**src/http_request_head_parser_defines.svh**
```systemverilog
// assertion macros for the http request head parser
`ifndef HTTP_REQUEST_HEAD_PARSER_DEFINES_SVH
`define HTTP_REQUEST_HEAD_PARSER_DEFINES_SVH

// antecedent implies consequent in the same cycle
`define HRP_ASSERT_NOW(label, ante, cons) \
    label: assert property (@(posedge clk) disable iff (!rst_n) (ante) |-> (cons)) \
        else $error("hrp check failed");

// antecedent implies consequent in the next cycle
`define HRP_ASSERT_NEXT(label, ante, cons) \
    label: assert property (@(posedge clk) disable iff (!rst_n) (ante) |=> (cons)) \
        else $error("hrp check failed");

`endif

```
**src/hrp_pkg.sv**
```systemverilog
// shared types, constants and method lookup for the http request head parser
package hrp_pkg;

    localparam int MAX_REQUEST_BYTES = 65536;
    localparam int MAX_HEADERS = 64;
    localparam int OFF_W = $clog2(MAX_REQUEST_BYTES + 1);
    localparam int HC_W = $clog2(MAX_HEADERS + 1);

    localparam int FIFO_DEPTH = 4;
    localparam int PTR_W = $clog2(FIFO_DEPTH);
    localparam int CNT_W = $clog2(FIFO_DEPTH + 1);

    localparam logic [2:0] KIND_REQUEST = 3'd0;
    localparam logic [2:0] KIND_HEADER = 3'd1;
    localparam logic [2:0] KIND_BODY = 3'd2;
    localparam logic [2:0] KIND_END = 3'd3;
    localparam logic [2:0] KIND_ERROR = 3'd4;

    localparam logic [2:0] ERR_NO_CRLF = 3'd1;
    localparam logic [2:0] ERR_NO_METHOD = 3'd2;
    localparam logic [2:0] ERR_NO_PATH = 3'd3;
    localparam logic [2:0] ERR_TOO_LONG = 3'd4;
    localparam logic [2:0] ERR_TOO_MANY = 3'd5;

    localparam logic [7:0] CHAR_CR = 8'h0D;
    localparam logic [7:0] CHAR_LF = 8'h0A;
    localparam logic [7:0] CHAR_SP = 8'h20;

    // method names packed first char in the low byte
    localparam logic [55:0] METHOD_TEXT [8] = '{
        56'h00000000544547,
        56'h00000054534F50,
        56'h00000000545550,
        56'h00004554454C4544,
        56'h00004843544150,
        56'h00000044414548,
        56'h534E4F4954504F,
        56'h00004543415254
    };
    localparam logic [3:0] METHOD_LEN [8] = '{
        4'd3, 4'd4, 4'd3, 4'd6, 4'd5, 4'd4, 4'd7, 4'd5
    };

    typedef struct packed {
        logic [2:0]  kind;
        logic [3:0]  method_code;
        logic [15:0] start_offset;
        logic [15:0] field_length;
        logic [15:0] version_length;
        logic [5:0]  header_index;
        logic [6:0]  header_total;
        logic [2:0]  error_code;
        logic        last_of_run;
    } result_t;

    typedef struct packed {
        logic first;
        logic second;
    } push_t;

    function automatic logic [3:0] method_lookup(input logic [55:0] chars,
                                                 input logic [3:0] count);
        logic [3:0] code;
        code = 4'd0;
        for (int i = 0; i < 8; i++)
        begin
            if (code == 4'd0 && count == METHOD_LEN[i] && chars == METHOD_TEXT[i])
            begin
                code = 4'(i + 1);
            end
        end
        return code;
    endfunction

endpackage

```
**src/hrp_core.sv**
```systemverilog
// input register and per-item parse logic with the request state
module hrp_core
    import hrp_pkg::*;
(
    input  logic              clk,
    input  logic              rst_n,
    input  logic              s_tvalid,
    output logic              s_tready,
    input  logic [7:0]        s_tdata,
    input  logic              s_tlast,
    input  logic [CNT_W-1:0]  fifo_count,
    output push_t             push,
    output result_t           rec0,
    output result_t           rec1
);

    localparam logic [2:0] PH_METHOD = 3'd0;
    localparam logic [2:0] PH_PATH = 3'd1;
    localparam logic [2:0] PH_VERSION = 3'd2;
    localparam logic [2:0] PH_HEADERS = 3'd3;
    localparam logic [2:0] PH_BODY_WAIT = 3'd4;
    localparam logic [2:0] PH_BODY = 3'd5;
    localparam logic [2:0] PH_DEAD = 3'd6;

    logic             in_valid_reg;
    logic [7:0]       in_byte_reg;
    logic             in_last_reg;

    logic [2:0]       phase_reg, phase_next;
    logic [OFF_W-1:0] offset_reg, offset_next;
    logic [15:0]      field_start_reg, field_start_next;
    logic [15:0]      path_pos_reg, path_pos_next;
    logic [15:0]      path_length_reg, path_length_next;
    logic [55:0]      mchars_reg, mchars_next;
    logic [3:0]       mcount_reg, mcount_next;
    logic             saw_cr_reg, saw_cr_next;
    logic [HC_W-1:0]  hcount_reg, hcount_next;
    logic [3:0]       mresult_reg, mresult_next;

    logic             fire;
    logic             room;
    logic             eol;
    logic [15:0]      off16;
    logic [15:0]      line_len;
    logic             p_valid;
    logic             f_valid;
    result_t          p_rec;
    result_t          f_rec;

    assign room = fifo_count <= CNT_W'(FIFO_DEPTH - 2);
    assign fire = in_valid_reg && room;
    assign s_tready = !in_valid_reg || room;

    always_ff @(posedge clk or negedge rst_n)
    begin
        if (!rst_n)
        begin
            in_valid_reg <= 1'b0;
        end
        else if (s_tvalid && s_tready)
        begin
            in_valid_reg <= 1'b1;
        end
        else if (fire)
        begin
            in_valid_reg <= 1'b0;
        end
    end

    always_ff @(posedge clk)
    begin
        if (s_tvalid && s_tready)
        begin
            in_byte_reg <= s_tdata;
            in_last_reg <= s_tlast;
        end
    end

    assign off16 = offset_reg[15:0];
    assign eol = (in_byte_reg == CHAR_LF) && saw_cr_reg;
    assign line_len = off16 - 16'd1 - field_start_reg;

    always_comb
    begin
        phase_next = phase_reg;
        offset_next = offset_reg;
        field_start_next = field_start_reg;
        path_pos_next = path_pos_reg;
        path_length_next = path_length_reg;
        mchars_next = mchars_reg;
        mcount_next = mcount_reg;
        saw_cr_next = saw_cr_reg;
        hcount_next = hcount_reg;
        mresult_next = mresult_reg;
        p_valid = 1'b0;
        p_rec = '0;
        f_valid = 1'b0;
        f_rec = '0;

        if (phase_reg != PH_DEAD)
        begin
            if (offset_reg >= OFF_W'(MAX_REQUEST_BYTES))
            begin
                p_valid = 1'b1;
                p_rec.kind = KIND_ERROR;
                p_rec.error_code = ERR_TOO_LONG;
                phase_next = PH_DEAD;
            end
            else
            begin
                case (phase_reg)
                    PH_METHOD:
                    begin
                        if (eol)
                        begin
                            p_valid = 1'b1;
                            p_rec.kind = KIND_ERROR;
                            p_rec.error_code = ERR_NO_METHOD;
                            phase_next = PH_DEAD;
                        end
                        else if (in_byte_reg == CHAR_SP)
                        begin
                            mresult_next = method_lookup(mchars_reg, mcount_reg);
                            path_pos_next = off16 + 16'd1;
                            phase_next = PH_PATH;
                        end
                        else
                        begin
                            for (int i = 0; i < 7; i++)
                            begin
                                if (mcount_reg == 4'(i))
                                begin
                                    mchars_next[8*i +: 8] = mchars_reg[8*i +: 8] | in_byte_reg;
                                end
                            end
                            if (mcount_reg < 4'd8)
                            begin
                                mcount_next = mcount_reg + 4'd1;
                            end
                        end
                    end
                    PH_PATH:
                    begin
                        if (eol)
                        begin
                            p_valid = 1'b1;
                            p_rec.kind = KIND_ERROR;
                            p_rec.error_code = ERR_NO_PATH;
                            phase_next = PH_DEAD;
                        end
                        else if (in_byte_reg == CHAR_SP)
                        begin
                            path_length_next = off16 - path_pos_reg;
                            field_start_next = off16 + 16'd1;
                            phase_next = PH_VERSION;
                        end
                    end
                    PH_VERSION:
                    begin
                        if (eol)
                        begin
                            p_valid = 1'b1;
                            p_rec.kind = KIND_REQUEST;
                            p_rec.method_code = mresult_reg;
                            p_rec.start_offset = path_pos_reg;
                            p_rec.field_length = path_length_reg;
                            p_rec.version_length = line_len;
                            field_start_next = off16 + 16'd1;
                            phase_next = PH_HEADERS;
                        end
                    end
                    PH_HEADERS:
                    begin
                        if (eol)
                        begin
                            if (line_len == 16'd0)
                            begin
                                phase_next = PH_BODY_WAIT;
                            end
                            else if (hcount_reg >= HC_W'(MAX_HEADERS))
                            begin
                                p_valid = 1'b1;
                                p_rec.kind = KIND_ERROR;
                                p_rec.error_code = ERR_TOO_MANY;
                                phase_next = PH_DEAD;
                            end
                            else
                            begin
                                p_valid = 1'b1;
                                p_rec.kind = KIND_HEADER;
                                p_rec.start_offset = field_start_reg;
                                p_rec.field_length = line_len;
                                p_rec.header_index = 6'(hcount_reg);
                                hcount_next = hcount_reg + HC_W'(1);
                            end
                            field_start_next = off16 + 16'd1;
                        end
                    end
                    PH_BODY_WAIT:
                    begin
                        p_valid = 1'b1;
                        p_rec.kind = KIND_BODY;
                        p_rec.start_offset = off16;
                        phase_next = PH_BODY;
                    end
                    default:
                    begin
                    end
                endcase
                saw_cr_next = (in_byte_reg == CHAR_CR);
                offset_next = offset_reg + OFF_W'(1);
            end
        end

        if (in_last_reg)
        begin
            if (phase_next inside {PH_METHOD, PH_PATH, PH_VERSION})
            begin
                f_valid = 1'b1;
                f_rec.kind = KIND_ERROR;
                f_rec.error_code = ERR_NO_CRLF;
            end
            else if (phase_next != PH_DEAD)
            begin
                f_valid = 1'b1;
                f_rec.kind = KIND_END;
                f_rec.header_total = 7'(hcount_next);
            end
            phase_next = PH_METHOD;
            offset_next = '0;
            field_start_next = '0;
            path_pos_next = '0;
            path_length_next = '0;
            mchars_next = '0;
            mcount_next = '0;
            saw_cr_next = 1'b0;
            hcount_next = '0;
            mresult_next = '0;
        end
    end

    always_comb
    begin
        rec0 = p_valid ? p_rec : f_rec;
        rec0.last_of_run = !(p_valid && f_valid);
        rec1 = f_rec;
        rec1.last_of_run = 1'b1;
        push.first = fire && (p_valid || f_valid);
        push.second = fire && p_valid && f_valid;
    end

    always_ff @(posedge clk or negedge rst_n)
    begin
        if (!rst_n)
        begin
            phase_reg <= PH_METHOD;
            offset_reg <= '0;
            field_start_reg <= '0;
            path_pos_reg <= '0;
            path_length_reg <= '0;
            mchars_reg <= '0;
            mcount_reg <= '0;
            saw_cr_reg <= 1'b0;
            hcount_reg <= '0;
            mresult_reg <= '0;
        end
        else if (fire)
        begin
            phase_reg <= phase_next;
            offset_reg <= offset_next;
            field_start_reg <= field_start_next;
            path_pos_reg <= path_pos_next;
            path_length_reg <= path_length_next;
            mchars_reg <= mchars_next;
            mcount_reg <= mcount_next;
            saw_cr_reg <= saw_cr_next;
            hcount_reg <= hcount_next;
            mresult_reg <= mresult_next;
        end
    end

endmodule

```
**src/hrp_out_fifo.sv**
```systemverilog
// small result queue taking up to two results per cycle
module hrp_out_fifo
    import hrp_pkg::*;
(
    input  logic             clk,
    input  logic             rst_n,
    input  push_t            push,
    input  result_t          rec0,
    input  result_t          rec1,
    input  logic             pop,
    output result_t          head,
    output logic [CNT_W-1:0] count
);

    result_t          mem [FIFO_DEPTH];
    logic [PTR_W-1:0] head_reg;
    logic [PTR_W-1:0] tail_reg;
    logic [CNT_W-1:0] count_reg;
    logic [CNT_W-1:0] count_next;
    logic [PTR_W-1:0] tail_plus;

    assign tail_plus = tail_reg + PTR_W'(1);
    assign head = mem[head_reg];
    assign count = count_reg;

    always_comb
    begin
        count_next = count_reg + CNT_W'(push.first) + CNT_W'(push.second)
                     - CNT_W'(pop);
    end

    always_ff @(posedge clk)
    begin
        if (push.first)
        begin
            mem[tail_reg] <= rec0;
        end
        if (push.second)
        begin
            mem[tail_plus] <= rec1;
        end
    end

    always_ff @(posedge clk or negedge rst_n)
    begin
        if (!rst_n)
        begin
            head_reg <= '0;
            tail_reg <= '0;
            count_reg <= '0;
        end
        else
        begin
            count_reg <= count_next;
            if (pop)
            begin
                head_reg <= head_reg + PTR_W'(1);
            end
            if (push.second)
            begin
                tail_reg <= tail_reg + PTR_W'(2);
            end
            else if (push.first)
            begin
                tail_reg <= tail_plus;
            end
        end
    end

endmodule

```
**src/http_request_head_parser.sv**
```systemverilog
// top level of the http request head parser
//
// slave channel: one request byte per item in s_tdata, s_tlast on the
// final byte of a request. master channel: result records, kind in
// m_tuser, m_tlast on the last result caused by a byte.
// a byte is held in an input register, parsed combinationally, and its
// zero, one or two results are written into a four-entry result queue.
// the master side reads results from that queue, never straight from
// the parse logic. throughput is one byte per cycle while the receiver
// keeps up; the input register moves on only when the queue holds at
// most two results, so the input stalls only once two-result bytes or
// receiver stalls have filled the queue past that point.
// when the receiver stalls, the queue fills and s_tready drops; nothing
// is lost. a request's last byte returns the parser to its initial
// state and adds an end or error record unless an error ended it.
// reset empties the queue and the input register and clears the parse
// state; s_tready is high right after reset.
`include "http_request_head_parser_defines.svh"

module http_request_head_parser
    import hrp_pkg::*;
(
    input  logic        clk,
    input  logic        rst_n,
    input  logic        s_tvalid,
    output logic        s_tready,
    input  logic [7:0]  s_tdata,   // data_byte
    input  logic        s_tlast,
    output logic        m_tvalid,
    input  logic        m_tready,
    output logic [71:0] m_tdata,   // method_code, start_offset, field_length,
                                   // version_length, header_index,
                                   // header_total, error_code, zero fill
    output logic [2:0]  m_tuser,   // kind
    output logic        m_tlast
);

    push_t            push;
    result_t          rec0;
    result_t          rec1;
    result_t          head;
    logic [CNT_W-1:0] fifo_count;
    logic             pop;
    logic             queue_high;
    logic             close_rec;

    hrp_core u_core (
        .clk        (clk),
        .rst_n      (rst_n),
        .s_tvalid   (s_tvalid),
        .s_tready   (s_tready),
        .s_tdata    (s_tdata),
        .s_tlast    (s_tlast),
        .fifo_count (fifo_count),
        .push       (push),
        .rec0       (rec0),
        .rec1       (rec1)
    );

    hrp_out_fifo u_fifo (
        .clk   (clk),
        .rst_n (rst_n),
        .push  (push),
        .rec0  (rec0),
        .rec1  (rec1),
        .pop   (pop),
        .head  (head),
        .count (fifo_count)
    );

    assign m_tvalid = fifo_count != '0;
    assign pop = m_tvalid && m_tready;
    assign m_tuser = head.kind;
    assign m_tlast = head.last_of_run;
    assign m_tdata = {4'd0, head.error_code, head.header_total, head.header_index,
                      head.version_length, head.field_length, head.start_offset,
                      head.method_code};

    assign queue_high = fifo_count > CNT_W'(FIFO_DEPTH - 2);
    assign close_rec = m_tvalid && (m_tuser == KIND_END || m_tuser == KIND_ERROR);

    `HRP_ASSERT_NOW(a_count_bound, 1'b1, fifo_count <= CNT_W'(FIFO_DEPTH))
    `HRP_ASSERT_NOW(a_stall_full, !s_tready, queue_high)
    `HRP_ASSERT_NOW(a_close_last, close_rec, m_tlast)
    `HRP_ASSERT_NEXT(a_no_push_overflow, queue_high && !pop, fifo_count >= $past(fifo_count))

endmodule

```
**config.mk**
```make
export PLATFORM = sky130hd
export DESIGN_NAME = http_request_head_parser
export DESIGN_NICKNAME = d
export VERILOG_FILES = /design/src/hrp_pkg.sv /design/src/hrp_core.sv /design/src/hrp_out_fifo.sv /design/src/http_request_head_parser.sv
export VERILOG_INCLUDE_DIRS = /design/src /design/src/src
export SDC_FILE = /design/constraint.sdc
export NUM_CORES = 1
export LEC_CHECK = 0
export BUFFER_PORTS_ARGS = -buffer_cell sky130_fd_sc_hd__buf_4
export CORE_MARGIN = 1
export CORE_UTILIZATION = 40
export CTS_BUF_LIST = sky130_fd_sc_hd__clkbuf_4
export DETAILED_ROUTE_END_ITERATION = 7
export HOLD_SLACK_MARGIN = 0.12
export MAX_ROUTING_LAYER = met4
export PLACE_DENSITY_LB_ADDON = 0.15
export SLEW_MARGIN = 20
export SYNTH_ARGS = -nofsm -noshare
export SYNTH_HDL_FRONTEND = slang
export SYNTH_SLANG_ARGS = --single-unit
```
**constraint.sdc**
```tcl
create_clock -name clk -period 11.2 [get_ports clk]
set_input_delay 3.36 -clock clk [delete_from_list [all_inputs] [get_ports clk]]
set_output_delay 3.36 -clock clk [all_outputs]
set_load 0.005 [all_outputs]
```
==> metrics, run 1 <==
startpoint types=flop; Slew Limit Headroom=0.347; Setup Skew=0.0695 ns; # clock sinks=445; fin util=0.453; adder-cell share of the synthesized area=0.0303; Yosys Warn Count=0; largest area contributor in the netlist=dfxtp_1; Avg Inst Size Synth=9.47 um2; worst path buffer plus inverter count=2; Main synth FF type=dfxtp_1; part of the cycle the worst path needs=0.597; global placement routability congestion=0.893; fin cells=3183; Slowest cell on crit path=dfrtp_4; Routed Antenna Nets=0; post-DP HPWL=41600 um; Setup Viol. Count Final=0; Fillers=5219; fin. max-slew vios=0; number of flops mapped to enable cells by yosys=53; Max stage delay on crit path=0.81 ns; maximum VDD drop=0.143 mV; post-synthesis simple-gate area fraction=0.179; GRT overflow=0; first-pass GRT wire length=101000 um; Std-Cell Rows=85; layout cell share with drive strength beyond 1=0.172; outcome=completed; post-route DRC violation count=0; RSZ-0062 raised after global routing=false; Mapped Area=22000 um2; Vias=17817; post-synthesis xor/xnor area fraction=0.0175; largest net degree at the start of global routing=78; clk buf depth=3; CTS H-tree lvls=3; Inst Count DP=2971; async set-reset flop share out of synthesis=0.333; PortBufs=86; CP cell instances=buf_4 > mux4_2 > buf_4; initial drt markers=1387; height of the die=236 um; nets@finish=2457; Yosys reg bits=445; mux cell area share after synthesis=0.136; largest family of logic cells by synthesized area=simple AND/OR/NAND/NOR gates; core footprint=54000 um2; final-report hold violation count=0; Root Driver=clkbuf_4; Largest register FFs=288; number of antenna violations at the first check in global routing=1; power consumption=4.97 mW; critical path class=flop to output port; DR WL/cell=20.0 um; slew of the pin with the lowest slew margin=0.979 ns; Fmax=149 MHz; Routed WL=63700 um; arrival time worst endpoint=3.33 ns; Total GRT Usage=0.236; Hold-fix buffers, CTS=0; largest cells by area after synthesis=dfxtp_1 22%, dfrtp_1 17%, mux4_2 7.4%, edfxtp_1 7.2%, a21oi_1 6.2%; Synth top area share=0.222; Post CTS Setup Buffer Count=0; TritonCTS clock tree=done; Starting Density=0.407; type of destination of the critical path=output port; Worst-path clk slew=0.07 ns; Area growth syn-to-layout=11.4%; I/O pin count=91; worst min-delay path class=flop to flop; unique cell type count in the Yosys netlist=93; min Tclk post-route=6.69 ns; Critical Path Most Common Cell=buf_4; Die Footprint=55900 um2; setup TNS=0 ns; drt via density=5.60; LEAKAGE=9.60 nW; Req. time, crit path=7.84 ns; Synth Area in Compound Gates=0.126; Worst Path Max Fanout=44; vias in the first global route=17927; Num CTS Buffers=117; DR pass1 iterations=8; sequential share of the synthesized area=0.463; post-cts sizing count=0; max-cap viol count=0; Worst path top cell family by delay=buffers and inverters; clk_lat worst skew=0.88 ns; cell count after synthesis=2321; cell area power density=203 nW/um2; die span in x=236 um
## stage by stage
stage	instance area [um2]	setup slack (ns)	hold slack, ns
2_1_floorplan	22000	5.95	0.429
3_3_place_gp	23000	5.44	0.435
3_5_place_dp	23000	5.37	0.444
4_1_cts	24500	4.34	0.449
5_1_grt	24500	4.25	0.467
6_report	24500	4.51	0.449
## worst paths after layout
kind / startpoint / endpoint / slack (ns) / cells after the start
min: u_fifo.mem[1][21]$_SDFFE_PP0P_ / u_fifo.mem[1][21]$_SDFFE_PP0P_ / 0.45 / 2
max reg2reg: u_core.offset_reg[0]$_DFFE_PN0P_ / u_fifo.mem[0][57]$_SDFFE_PP0P_ / 5.53 / 15
min reg2reg: u_fifo.mem[1][21]$_SDFFE_PP0P_ / u_fifo.mem[1][21]$_SDFFE_PP0P_ / 0.45 / 2
min in group asynchronous: rst_n / u_core.path_length_reg[13]$_DFFE_PN0P_ / 2.56 / 1
max in group asynchronous: rst_n / u_fifo.head_reg[1]$_DFFE_PN0P_ / 7.11 / 2
max: u_fifo.head_reg[1]$_DFFE_PN0P_ / m_tdata[14] / 4.51 / 3
## cell usage in the layout (no fill, tap or decap), types with 15 or more instances in the layout
cell type,count
nand2_1,336
nor2_1,289
a21oi_1,272
dfxtp_1,244
clkbuf_4,184
dfrtp_1,146
buf_4,110
mux2i_1,106
nand3_1,76
mux4_2,72
o21ai_0,70
inv_1,62
edfxtp_1,53
ha_1,46
nor3_1,39
nand2b_1,29
a22oi_1,27
xnor2_1,24
clkinv_1,22
xor2_1,20
mux2_2,18
nand4_1,15
## final cells by class
type	instances	area, um2	area share
timing repair buffer	111	837	0.0342
sequential	445	10200	0.416
clock inverter	26	106	0.00435
tap	696	871	0.0356
clock buffer	184	1380	0.0564
antenna	2	5.00	0.000205
inverter	62	233	0.00951
multi-input combinational	1657	10900	0.443
## routing by layer
metal  up-vias  track usage  part of all wire
met5         -            -                 0
met4         0       0.0864             0.025
met3        97       0.0359             0.052
met2       501        0.373              0.47
met1      8840        0.305              0.45
li1       8379            -                 -
## Yosys cell counts (all sizes together) (28+ instances only)
| library cell | number |
|---|---|
| a21oi | 275 |
| buf | 76 |
| clkbuf | 84 |
| dfrtp | 148 |
| dfxtp | 244 |
| edfxtp | 53 |
| ha | 46 |
| inv | 62 |
| mux2 | 28 |
| mux2i | 106 |
| mux4 | 72 |
| nand2 | 338 |
| nand2b | 29 |
| nand3 | 77 |
| nor2 | 292 |
| nor3 | 42 |
| o21ai | 76 |
## kinds of logic (layout without fill, tap and decap cells)
group | after synthesis | in the layout
flip-flops | 445 | 445
XOR/XNOR | 44 | 44
AO/OA/AOI/OAI | 470 | 470
multiplexers | 206 | 206
AND/OR/NAND/NOR | 882 | 882
adder cells (fa/ha/maj) | 51 | 51
buffers and inverters | 222 | 383
other | 1 | 6
## where the power goes
| group | switching (mW) | internal [mW] |
|---|---|---|
| Sequential | 0.209 | 1.80 |
| Clock | 0.671 | 0.738 |
| Combinational | 0.946 | 0.601 |
## worst reg2reg max path, stage by stage, from the launching register on
cell	delay, ns
dfrtp_1	0.47
ha_1	0.27
fa_1	0.43
a21oi_1	0.24
o21a_1	0.23
nor3_1	0.09
o311ai_2	0.34
nand3_1	0.25
nor4_2	0.52
a41o_1	0.33
o31ai_4	0.07
buf_4	0.25
a21oi_4	0.77
buf_4	0.88
mux2i_1	0.30
nor2_1	0.06
Note: power is estimated with default switching activity, not from simulation.
==> inputs of run 2 (changes only) <==
Clock period 11.2 ns to 6.6 ns, I/O delays scaled along.
==> run 2 against run 1 <==
Register-to-register slack worse by 4.5 ns; clock-buffer cell count down 6; clock skew down 0.024 ns; critical endpoint is now u_fifo.count[2]$_DFF_PN0_.
==> metrics, run 2 (same netlist as run 1, synthesis figures left out) <==
outcome=completed; nets@finish=2467; DR WL/cell=20.3 um; worst min-delay path class=flop to flop; global placement routability congestion=0.940; final-report hold violation count=0; Total GRT Usage=0.241; post-cts sizing count=0; core footprint=54000 um2; Vias=17845; critical path class=flop to flop; CP cell instances=ha_1 > a2111oi_2 > o21ai_1 > a31oi_1 > mux2_2 > nand3_1 > nand4_1 > o31a_1 > o31ai_4 > nand2_1 > inv_1 > ha_1 > inv_1 > fa_1 > fa_1 > xnor2_1; most common library cell in the layout ignoring fill and taps=nand2_1; height of the die=236 um; TritonCTS clock tree=done; Die Footprint=55900 um2; fin. max-slew vios=0; arrival time worst endpoint=6.35 ns; post-route DRC violation count=0; maximum VDD drop=0.197 mV; clk_lat worst skew=0.89 ns; DR pass1 iterations=5; GRT overflow=0; RSZ-0062 raised after global routing=false; Post CTS Setup Buffer Count=0; commonest non-fill, non-tap cells in the layout=336 x nand2_1, 289 x nor2_1, 272 x a21oi_1; Starting Density=0.407; clk buf depth=3; post-DP HPWL=42800 um; Slowest cell on crit path=o31ai_4; Std-Cell Rows=85; cell area power density=351 nW/um2; Root Driver=clkbuf_4; drt via density=5.58; first-pass GRT wire length=103000 um; type of destination of the critical path=flop; power consumption=8.68 mW; largest net degree at the start of global routing=106; # clock sinks=445; min Tclk post-route=5.61 ns; fin util=0.458; Routed Antenna Nets=0; LEAKAGE=9.73 nW; max-cap viol count=0; Fmax=178 MHz; layout cell share with drive strength beyond 1=0.176; die span in x=236 um; I/O pin count=91; CTS H-tree lvls=3; Num CTS Buffers=118; Area growth syn-to-layout=12.6%; setup TNS=0 ns; slew of the pin with the lowest slew margin=0.977 ns; Slew Limit Headroom=0.347; Setup Skew=0.0450 ns; Routed WL=65100 um; Worst-path clk slew=0.07 ns; reg2reg setup slack=0.99 ns; Hold-fix buffers, CTS=0; PortBufs=86; part of the cycle the worst path needs=0.849; Req. time, crit path=7.34 ns; Setup Viol. Count Final=0; initial drt markers=1388; vias in the first global route=18171; Max stage delay on crit path=0.84 ns; number of antenna violations at the first check in global routing=2; fin cells=3200; Worst Path Max Fanout=19; startpoint types=flop; Largest register FFs=288; Inst Count DP=2980
==> run 2: cell types whose count changed in the layout (fill, tap and decap cells not counted), moves of 3 or more <==
cell and delta:
clkinv_1 +4, clkinv_2 +5, bufinv_16 +3, buf_12 +7
clkbuf_4 -6
==> run 2: per-stage QoR <==
step | hold slack [ns] | cell area, um2 | worst slack [ns]
finish | 0.449 | 24700 | 0.995
global route | 0.462 | 24700 | 0.645
CTS | 0.451 | 24700 | 1.05
detailed placement | 0.442 | 23100 | 1.07
global placement | 0.434 | 23100 | 1.14
floorplan | 0.429 | 22000 | 1.81
==> run 2: area by class of cell <==
class / count / area (um2)
fillers: 5176 / 29300
clock buffers: 178 / 1340
clock inverters: 41 / 254
diodes: 1 / 2.50
repair buffers: 120 / 995
multi-input cells: 1657 / 10900
inverters: 62 / 233
flip-flops and latches: 445 / 10200
well taps: 696 / 871
==> run 2: critical path: cells and delay by family (launching register included) <==
family          cells  cell delay [ns]
compound gates      5             2.34
xor+xnor            1             0.14
fa+ha+maj           4             1.37
buf+inv             2             0.18
flops               1             0.48
mux                 1             0.39
simple gates        3             0.56
==> run 2: routing by layer <==
layer  global-route usage  part of all wire  vias up
met3               0.0350             0.050       81
met1                0.310              0.45     8861
met4               0.0813             0.020        0
met5                    -                 0        -
li1                     -                 -     8409
met2                0.390              0.48      494
==> run 2: final timing paths <==
kind	end	start	depth (start not counted)
hold / removal	u_fifo.mem[1][20]$_SDFFE_PP0P_	u_fifo.mem[1][20]$_SDFFE_PP0P_	2
setup reg to reg	u_fifo.count[2]$_DFF_PN0_	u_core.offset_reg[4]$_DFFE_PN0P_	16
hold reg to reg	u_fifo.mem[1][20]$_SDFFE_PP0P_	u_fifo.mem[1][20]$_SDFFE_PP0P_	2
setup / recovery	u_fifo.count[2]$_DFF_PN0_	u_core.offset_reg[4]$_DFFE_PN0P_	16
max in group asynchronous	u_core.mchars_reg[39]$_DFFE_PN0P_	rst_n	2
min in group asynchronous	u_core.path_pos_reg[13]$_DFFE_PN0P_	rst_n	1
==> run 2: power by group <==
| group | internal (mW) | switching [mW] | leakage [nW] |
|---|---|---|---|
| registers | 3.05 | 0.422 | 4.40 |
| clock network | 1.35 | 1.19 | 0.948 |
| logic | 1.05 | 1.61 | 4.39 |
